`config.mk`:
```
export PLATFORM = sky130hd
export DESIGN_NAME = sliding_median_filter_3axis
export DESIGN_NICKNAME = d
export VERILOG_FILES = /design/src/rtl/core/smf_pkg.sv /design/src/rtl/core/sliding_median_filter_3axis.sv /design/src/rtl/core/smf_cell.sv /design/src/rtl/core/smf_axis.sv
export VERILOG_INCLUDE_DIRS = /design/src /design/src/rtl/core
export SDC_FILE = /design/constraint.sdc
export NUM_CORES = 2
export LEC_CHECK = 0
export BUFFER_PORTS_ARGS = -buffer_cell sky130_fd_sc_hd__buf_2
export CAP_MARGIN = 0
export CORE_MARGIN = 2
export CORE_UTILIZATION = 25
export CTS_BUF_LIST = sky130_fd_sc_hd__clkbuf_16
export DETAILED_ROUTE_END_ITERATION = 7
export RECOVER_POWER = 25
export SLEW_MARGIN = 40
export SYNTH_ARGS = -nofsm -noshare
export SYNTH_HDL_FRONTEND = slang
export SYNTH_SLANG_ARGS = --single-unit
```
`constraint.sdc`:
```
create_clock -name clk_i -period 8 [get_ports clk_i]
set_input_delay 1.2 -clock clk_i [delete_from_list [all_inputs] [get_ports clk_i]]
set_output_delay 1.2 -clock clk_i [all_outputs]
set_load 0.005 [all_outputs]
```
`src/rtl/core/sliding_median_filter_3axis_macros.svh`:
```
// Assertion macros for the sliding median filter.
// Expects clk_i and rst_ni in the scope of each use.
`ifndef SLIDING_MEDIAN_FILTER_3AXIS_MACROS_SVH
`define SLIDING_MEDIAN_FILTER_3AXIS_MACROS_SVH

// property checked every clock, off while in reset
`define SMF_ASSERT(lbl, prop, msg) \
  lbl: assert property (@(posedge clk_i) disable iff (!rst_ni) prop) \
    else $error(msg);

// same-cycle implication
`define SMF_ASSERT_IMP(lbl, ante, cons, msg) \
  `SMF_ASSERT(lbl, (ante) |-> (cons), msg)

// next-cycle implication
`define SMF_ASSERT_NXT(lbl, ante, cons, msg) \
  `SMF_ASSERT(lbl, (ante) |=> (cons), msg)

`endif

```
`src/rtl/core/smf_pkg.sv`:
```
// Package for the sliding median filter: defaults and neighbor link type.
// No dependencies.
package smf_pkg;

  localparam int unsigned WINDOW_DEF      = 15;
  localparam int unsigned SAMPLE_BITS_DEF = 16;
  localparam int unsigned AXES            = 3;

  // flags one sorted cell hands to its neighbors
  typedef struct packed {
    logic le;    // stored value <= incoming sample
    logic gone;  // oldest entry sits in this cell or below
  } smf_flags_t;

endpackage

```
`src/rtl/core/sliding_median_filter_3axis.sv`:
```
// Top level of the three-axis sliding median filter: stream ports, result stage.
// Depends on smf_pkg, smf_axis and the assertion macro header.
//
// Takes one magnetometer sample (x, y, z) per clock unless back-pressure stalls
// the input, and returns, for each axis, the median of the latest WINDOW samples,
// zeros filling the window after reset. Each axis is a chain of WINDOW sorted
// cells that drops the oldest entry and inserts the new one in the same cycle,
// so a new sample is taken every cycle while not stalled; the chain updates on
// the accepting edge, the output register when the result advances. For an even
// window the median is the floor of the mean of the two middle entries.
`include "sliding_median_filter_3axis_macros.svh"

module sliding_median_filter_3axis import smf_pkg::*; #(
  parameter int unsigned WINDOW      = WINDOW_DEF,
  parameter int unsigned SAMPLE_BITS = SAMPLE_BITS_DEF
) (
  input  logic                                     clk_i,
  input  logic                                     rst_ni,
  input  logic                                     s_axis_tvalid,
  output logic                                     s_axis_tready,
  // mag_x, mag_y, mag_z, zero pad
  input  logic [((AXES*SAMPLE_BITS+7)/8)*8-1:0]    s_axis_tdata,
  output logic                                     m_axis_tvalid,
  input  logic                                     m_axis_tready,
  // median_x, median_y, median_z, zero pad
  output logic [((AXES*SAMPLE_BITS+7)/8)*8-1:0]    m_axis_tdata
);

  localparam int unsigned TDATA_W = ((AXES * SAMPLE_BITS + 7) / 8) * 8;

  logic signed [SAMPLE_BITS-1:0] mag_x, mag_y, mag_z;
  logic signed [SAMPLE_BITS-1:0] median_x, median_y, median_z;
  logic                          s_fire, adv;
  logic                          p1_v_q, p1_v_d;
  logic                          out_v_q, out_v_d;
  logic [AXES*SAMPLE_BITS-1:0]   out_q;

  assign mag_x = s_axis_tdata[0*SAMPLE_BITS +: SAMPLE_BITS];
  assign mag_y = s_axis_tdata[1*SAMPLE_BITS +: SAMPLE_BITS];
  assign mag_z = s_axis_tdata[2*SAMPLE_BITS +: SAMPLE_BITS];

  // p1: cell chains hold the state after the last request
  assign adv           = p1_v_q && (!out_v_q || m_axis_tready);
  assign s_axis_tready = !p1_v_q || adv;
  assign s_fire        = s_axis_tvalid && s_axis_tready;

  smf_axis #(.SAMPLE_BITS(SAMPLE_BITS), .WINDOW(WINDOW)) u_axis_x (
    .clk_i (clk_i), .rst_ni (rst_ni), .load_i (s_fire),
    .sample_i (mag_x), .median_o (median_x)
  );

  smf_axis #(.SAMPLE_BITS(SAMPLE_BITS), .WINDOW(WINDOW)) u_axis_y (
    .clk_i (clk_i), .rst_ni (rst_ni), .load_i (s_fire),
    .sample_i (mag_y), .median_o (median_y)
  );

  smf_axis #(.SAMPLE_BITS(SAMPLE_BITS), .WINDOW(WINDOW)) u_axis_z (
    .clk_i (clk_i), .rst_ni (rst_ni), .load_i (s_fire),
    .sample_i (mag_z), .median_o (median_z)
  );

  always_comb begin
    p1_v_d = p1_v_q;
    if (s_fire) begin
      p1_v_d = 1'b1;
    end else if (adv) begin
      p1_v_d = 1'b0;
    end
  end

  always_comb begin
    out_v_d = out_v_q;
    if (adv) begin
      out_v_d = 1'b1;
    end else if (m_axis_tready) begin
      out_v_d = 1'b0;
    end
  end

  always_ff @(posedge clk_i or negedge rst_ni) begin
    if (!rst_ni) begin
      p1_v_q  <= 1'b0;
      out_v_q <= 1'b0;
    end else begin
      p1_v_q  <= p1_v_d;
      out_v_q <= out_v_d;
    end
  end

  always_ff @(posedge clk_i) begin
    if (adv) begin
      out_q <= {median_z, median_y, median_x};
    end
  end

  assign m_axis_tvalid = out_v_q;
  assign m_axis_tdata  = TDATA_W'(out_q);

  `SMF_ASSERT_IMP(a_stall_blocks, p1_v_q && out_v_q && !m_axis_tready, !s_axis_tready, "input taken while both stages are full")
  `SMF_ASSERT_NXT(a_fire_fills, s_fire, p1_v_q, "accepted request not held in chain stage")
  `SMF_ASSERT_NXT(a_adv_fills, adv, out_v_q, "advanced result not shown at output")

endmodule

```
`src/rtl/core/smf_cell.sv`:
```
// One cell of the sorted window chain: a value and its age.
// Depends on smf_pkg.
module smf_cell import smf_pkg::*; #(
  parameter int unsigned SAMPLE_BITS = SAMPLE_BITS_DEF,
  parameter int unsigned WINDOW      = WINDOW_DEF,
  parameter int unsigned AGE_BITS    = $clog2(WINDOW),
  parameter int unsigned INDEX       = 0
) (
  input  logic                          clk_i,
  input  logic                          rst_ni,
  input  logic                          load_i,
  input  logic signed [SAMPLE_BITS-1:0] sample_i,
  input  logic signed [SAMPLE_BITS-1:0] prev_val_i,
  input  logic        [AGE_BITS-1:0]    prev_age_i,
  input  smf_flags_t                    prev_flags_i,
  input  logic signed [SAMPLE_BITS-1:0] next_val_i,
  input  logic        [AGE_BITS-1:0]    next_age_i,
  input  smf_flags_t                    next_flags_i,
  output logic signed [SAMPLE_BITS-1:0] val_o,
  output logic        [AGE_BITS-1:0]    age_o,
  output smf_flags_t                    flags_o
);

  logic signed [SAMPLE_BITS-1:0] val_q, val_d;
  logic        [AGE_BITS-1:0]    age_q, age_d;
  logic                          le, del, gone;
  logic signed [SAMPLE_BITS-1:0] cur_val, low_val;
  logic        [AGE_BITS-1:0]    cur_age, low_age;
  logic                          cur_le, low_le;

  assign le   = (val_q <= sample_i);
  assign del  = (age_q == AGE_BITS'(WINDOW - 1));
  assign gone = prev_flags_i.gone | del;

  // entry at this place once the oldest is dropped, and the one below it
  assign cur_val = gone ? next_val_i : val_q;
  assign cur_age = gone ? next_age_i : age_q;
  assign cur_le  = gone ? next_flags_i.le : le;
  assign low_val = prev_flags_i.gone ? val_q : prev_val_i;
  assign low_age = prev_flags_i.gone ? age_q : prev_age_i;
  assign low_le  = prev_flags_i.gone ? le : prev_flags_i.le;

  always_comb begin
    if (cur_le) begin
      val_d = cur_val;
      age_d = cur_age + AGE_BITS'(1);
    end else if (low_le) begin
      val_d = sample_i;
      age_d = '0;
    end else begin
      val_d = low_val;
      age_d = low_age + AGE_BITS'(1);
    end
  end

  always_ff @(posedge clk_i or negedge rst_ni) begin
    if (!rst_ni) begin
      val_q <= '0;
      age_q <= AGE_BITS'(INDEX);
    end else if (load_i) begin
      val_q <= val_d;
      age_q <= age_d;
    end
  end

  assign val_o        = val_q;
  assign age_o        = age_q;
  assign flags_o.le   = le;
  assign flags_o.gone = gone;

endmodule

```
`src/rtl/core/smf_axis.sv`:
```
// Sorted cell chain for one axis, with median pick from the middle cells.
// Depends on smf_pkg, smf_cell and the assertion macro header.
`include "sliding_median_filter_3axis_macros.svh"

module smf_axis import smf_pkg::*; #(
  parameter int unsigned SAMPLE_BITS = SAMPLE_BITS_DEF,
  parameter int unsigned WINDOW      = WINDOW_DEF
) (
  input  logic                          clk_i,
  input  logic                          rst_ni,
  input  logic                          load_i,
  input  logic signed [SAMPLE_BITS-1:0] sample_i,
  output logic signed [SAMPLE_BITS-1:0] median_o
);

  localparam int unsigned AGE_BITS = $clog2(WINDOW);
  localparam int unsigned MID      = WINDOW / 2;

  logic signed [SAMPLE_BITS-1:0] vals [WINDOW];
  logic        [AGE_BITS-1:0]    ages [WINDOW];
  smf_flags_t                    flgs [WINDOW];
  logic        [WINDOW-1:0]      del_vec, new_vec;
  logic        [WINDOW-2:0]      ordered;

  for (genvar i = 0; i < WINDOW; i++) begin : g_cell
    logic signed [SAMPLE_BITS-1:0] pv, nv;
    logic        [AGE_BITS-1:0]    pa, na;
    smf_flags_t                    pf, nf;

    if (i == 0) begin : g_first
      assign pv = '0;
      assign pa = '0;
      assign pf = '{le: 1'b1, gone: 1'b0};
    end else begin : g_mid_lo
      assign pv = vals[i-1];
      assign pa = ages[i-1];
      assign pf = flgs[i-1];
    end

    if (i == WINDOW - 1) begin : g_last
      assign nv = '0;
      assign na = '0;
      assign nf = '{le: 1'b0, gone: 1'b1};
    end else begin : g_mid_hi
      assign nv = vals[i+1];
      assign na = ages[i+1];
      assign nf = flgs[i+1];
    end

    smf_cell #(
      .SAMPLE_BITS (SAMPLE_BITS),
      .WINDOW      (WINDOW),
      .AGE_BITS    (AGE_BITS),
      .INDEX       (i)
    ) u_cell (
      .clk_i        (clk_i),
      .rst_ni       (rst_ni),
      .load_i       (load_i),
      .sample_i     (sample_i),
      .prev_val_i   (pv),
      .prev_age_i   (pa),
      .prev_flags_i (pf),
      .next_val_i   (nv),
      .next_age_i   (na),
      .next_flags_i (nf),
      .val_o        (vals[i]),
      .age_o        (ages[i]),
      .flags_o      (flgs[i])
    );

    assign del_vec[i] = (ages[i] == AGE_BITS'(WINDOW - 1));
    assign new_vec[i] = (ages[i] == '0);
    if (i < WINDOW - 1) begin : g_ord
      assign ordered[i] = (vals[i] <= vals[i+1]);
    end
  end

  if (WINDOW % 2 != 0) begin : g_odd
    assign median_o = vals[MID];
  end else begin : g_even
    logic signed [SAMPLE_BITS:0] sum;
    // floor of the mean of the two middle entries
    assign sum      = {vals[MID-1][SAMPLE_BITS-1], vals[MID-1]}
                    + {vals[MID][SAMPLE_BITS-1], vals[MID]};
    assign median_o = sum[SAMPLE_BITS:1];
  end

  `SMF_ASSERT(a_one_oldest, $onehot(del_vec), "exactly one cell must hold the oldest entry")
  `SMF_ASSERT(a_one_newest, $onehot(new_vec), "exactly one cell must hold the newest entry")
  `SMF_ASSERT(a_sorted, &ordered, "cell chain lost ascending order")

endmodule
```
==> impl_results.md <==
- Outcome: finished with violations
- Violations in the final reports: capacitance limit, slew limit
- Die area: slightly above 300000 um^2
- Arrival time of data at the critical path endpoint: 6.28 ns
- Sequential fraction of the synthesis area: 0.323
- Slowest stage delay, CP: ~3 ns
- Mean cell area of the mapped netlist: between 8 and 9 um^2
- First drt pass iteration count: 8
- Yosys warning count: 0
- Minimum setup slack among reg-to-reg paths: about 3.4 ns
- Buffer count from post-CTS setup fixing: 0
- Ys async rst share: 0.949
- Clock latency on the worst-skew pair: roughly 0.8 ns
- Initial antenna violation count: 6
- Number of standard cells after synthesis: 8628
- Nature of the critical path endpoint: async pin
- Drt total wl: ~270000 um
- Total clock buffers created by CTS: 113
- Routed Antenna Nets: 0
- P per Cell Area: ~520 nW/um^2
- Global Route Usage Sum: 0.173
- Post-synth EDFFs: 48
- Actual transition at the worst max-transition pin: approximately 4.3 ns
- Netlist area before placement: roughly 75000 um^2
- Standby leakage power: approximately 0.036 uW
- Hpwl dp: between 150000 and 200000 um
- Chip Height: about 550 um
- Reg-to-Reg Start: u_axis_y.g_cell[1].u_cell.age_o[0]
- Number of maximum-capacitance violations: 6
- Post-cts resize count: 0
- Worst path depth: 2
- Dominant delay contributor by cell family on the critical path: buffers and inverters
- CTS Root Buffer Type: clkbuf_16
- Primary flip-flop cell chosen by synthesis mapping: dfrtp_1
- Hold path endpoint: m_axis_tvalid
- Share of final-layout standard cells stronger than drive strength 1: 0.0881
- Largest net degree at the start of global routing: about 140
- Register clock-pin slew on the reported worst setup and hold paths: roughly 0.060 ns
- Maximum buffer depth of the clock tree: 3
- Die extent in x: 550 um
- Number of inserted filler cells in the final layout: roughly 32000
- Effective utilization at floorplan: 0.251
- Required time reported for the critical path endpoint: roughly 8.3 ns
- Iteration-0 DRC Markers: between 7000 and 8000
- Count of nets after finishing: ~9300
- CTS tree: built
- Total negative setup slack: 0 ns
- Total overflow reported by the global router: 0
- Hold/Removal Path Class: reg -> reg
- Clk sinks: 950
- Count of standard-cell rows: 200
- Setup violations, final: 0
- Reg-to-reg critical path endpoint: u_axis_y.g_cell[13].u_cell.val_o[15]
- Number of primary I/O pins: approximately 100
- Maximum fanout along the worst path: slightly below 90
- Level count of the clock H-tree: 3
- Achievable clock frequency: between 0.15 and 0.2 GHz
- Floorplan core area: about 300000 um^2
- Number of hold-slack violations in the final timing report: 0
- Period Utilization, post-route: 0.746
- Vias per cell: ~5.6
- WL per Instance: approximately 22 um
- Synthesis-stage register bit count: 950
- Via count of the first global-routing pass: approximately 67000
- Post-Syn Nets: around 9400
- Area growth syn-to-layout: 12.0%
- Worst IR drop on VDD: 0.393 mV
- Master of the slowest instance on the critical path: clkbuf_1
- Relative slew slack: -1.85
- Combined buffer and inverter count along the critical path: 2
- RSZ-0062 raised after global routing: no
- Number of hold buffers added after CTS: 0
- Min-Delay Path Depth: 1
- Origin of the worst min-delay path: p1_v_q
- Maximum clock skew at final layout: 0.117 ns
- Reg2reg path depth: 9
- Clock period minus worst slack: 5.97 ns
- Launching element type of the critical path: primary input
- Critical path cell sequence: clkbuf_1, clkbuf_2
- Residual DRC count: 0
- Number of pins exceeding their max-slew limit in the final report: roughly 320
- Classification of the worst setup path: in -> async
- Hold slack final: just under 0.5 ns
- Final Wtd Congestion: between 0.9 and 1
- Global-route wire length before repair: about 420000 um
- Port-buffer cells: 101
- Vias post-DR: between 70000 and 80000
- Post-synth cell types: approximately 100
-- worst max path at each step --
| stage | start | endpoint |
|---|---|---|
| 2_1_floorplan | s_axis_tdata[36] | u_axis_z.g_cell[6].u_cell.val_o[13] |
| 3_3_place_gp | s_axis_tdata[24] | u_axis_y.g_cell[13].u_cell.val_o[15] |
| 3_5_place_dp | s_axis_tdata[24] | u_axis_y.g_cell[7].u_cell.val_o[13] |
| 4_1_cts | s_axis_tdata[24] | u_axis_y.g_cell[7].u_cell.val_o[13] |
| 5_1_grt | rst_ni | u_axis_x.g_cell[1].u_cell.age_o[3] |
| 6_report | rst_ni | u_axis_y.g_cell[13].u_cell.age_o[1] |
-- registers in the layout, summed over array words and instances (netlist names) --
signal and cells:
p1_v_q 1, u_axis_z.g_cell.u_cell.age_o 60, u_axis_x.g_cell.u_cell.val_o 240, u_axis_y.g_cell.u_cell.age_o 60, u_axis_x.g_cell.u_cell.age_o 60, m_axis_tvalid 1
m_axis_tdata 48, u_axis_z.g_cell.u_cell.val_o 240, u_axis_y.g_cell.u_cell.val_o 240
-- metal layers --
layer	global-route usage	wire length, um	vias up
met4	0.0596	9680	2
met3	0.0224	19000	508
met5	0	8	-
met1	0.248	124000	34600
li1	-	-	32500
met2	0.267	119000	2777
-- synth_stat cells, drive strengths merged (23+ instances only) --
cell type	count	area (um^2)
xnor2	55	482
a2bb2oi	35	307
a31oi	60	375
nand4	148	938
a221oi	32	287
a2111oi	47	430
nand3	272	1360
ha	765	9570
o21a	37	278
o211ai	58	449
buf	130	636
o21ai	467	2350
mux2	55	619
mux2i	396	3960
nand2	1067	4010
nand4b	40	365
a221o	110	1100
clkbuf	429	1610
nor2b	67	419
nand2b	82	513
dfrtp	818	20500
nor4	23	204
a22oi	437	3290
and2	40	250
o31ai	259	1940
nor3	101	548
a21o	100	751
or3	23	144
edfxtp	48	1440
dfstp	84	2210
o22ai	198	1240
a22o	36	315
nor2	631	2370
a211oi	79	603
and3	151	945
o221ai	76	666
o22a	87	762
inv	283	1060
xor2	35	307
a21oi	447	2240
-- final cells by class --
| class | instances | area, um^2 | area share |
|---|---|---|---|
| Multi-Input combinational cell | 6836 | 47500 | 0.569 |
| Sequential cell | 950 | 24100 | 0.288 |
| Tap cell | 3939 | 4930 | 0.0589 |
| Clock buffer | 113 | 2830 | 0.0338 |
| Timing Repair Buffer | 289 | 2050 | 0.0245 |
| Clock inverter | 98 | 1090 | 0.0131 |
| Inverter | 283 | 1060 | 0.0127 |
| Antenna cell | 2 | 5.00 | 0.0000599 |
-- worst register-to-register path, stage by stage, from the launching register on --
cell	delay (ns)
dfstp_2	0.56
nand4b_1	0.35
nand2_1	0.35
buf_4	0.32
nor3_4	0.67
and4_1	0.30
mux2_2	0.39
or2_2	0.54
nand2_1	0.54
o221a_2	0.46
-- where the power goes --
part / switching (uW) / internal, uW / leakage [uW] / total [uW]
Sequential: 3650 / 7330 / 0.0114 / 11000
Clock: 2420 / 3170 / 0.00198 / 5590
Combinational: 16000 / 10500 / 0.0230 / 26600
Total: 22100 / 21000 / 0.0364 / 43100
-- logic make-up (layout without fill, tap and decap cells) --
group | Yosys count | after routing | synth area share
AO/OA/AOI/OAI | 2783 | 2783 | 0.260
XOR/XNOR | 90 | 90 | 0.0106
adder cells (fa/ha/maj) | 765 | 765 | 0.128
buffers and inverters | 842 | 783 | 0.0443
flip-flops | 950 | 950 | 0.323
multiplexers | 451 | 451 | 0.0614
other | 0 | 2 | 0
AND/OR/NAND/NOR | 2747 | 2747 | 0.172
-- metrics by stage --
| step | instance area, um^2 | instances | total power (uW) | worst slack (ns) | util |
|---|---|---|---|---|---|
| floorplan | 74600 | 8628 | 29500 | 3.58 | - |
| global placement | 79500 | 12300 | 36700 | 1.97 | 0.268 |
| detailed placement | 79700 | 12300 | 37000 | 1.77 | 0.268 |
| CTS | 83600 | 12500 | 42800 | 2.63 | 0.281 |
| global route | 83600 | 12500 | 46600 | 1.10 | 0.282 |
| finish | 83600 | 12500 | 43100 | 2.03 | 0.282 |
-- cell usage in the layout (no fill, tap or decap), types with 46 or more instances in the layout --
cell type	netlist	layout
inv_1	283	296
o22a_1	87	87
o21ai_0	433	432
a221o_1	110	110
and3_1	151	149
nand2b_1	82	82
mux2i_1	396	390
nand2_1	1067	1058
o211ai_1	57	57
a22oi_1	436	436
edfxtp_1	48	48
a31oi_1	60	60
nor3_1	95	91
ha_1	765	765
o31ai_1	259	255
nor2_1	629	621
nor2b_1	67	67
buf_2	97	100
xnor2_1	55	55
buf_4	5	171
dfrtp_1	818	818
dfstp_2	84	84
a2111oi_0	46	46
a211oi_1	77	77
o221ai_1	76	76
nand3_1	272	270
o22ai_1	197	197
a21oi_1	447	445
clkbuf_16	0	113
nand4_1	146	146
a21o_1	100	100
mux2_2	55	53
Power figures use the tool's default switching activity.
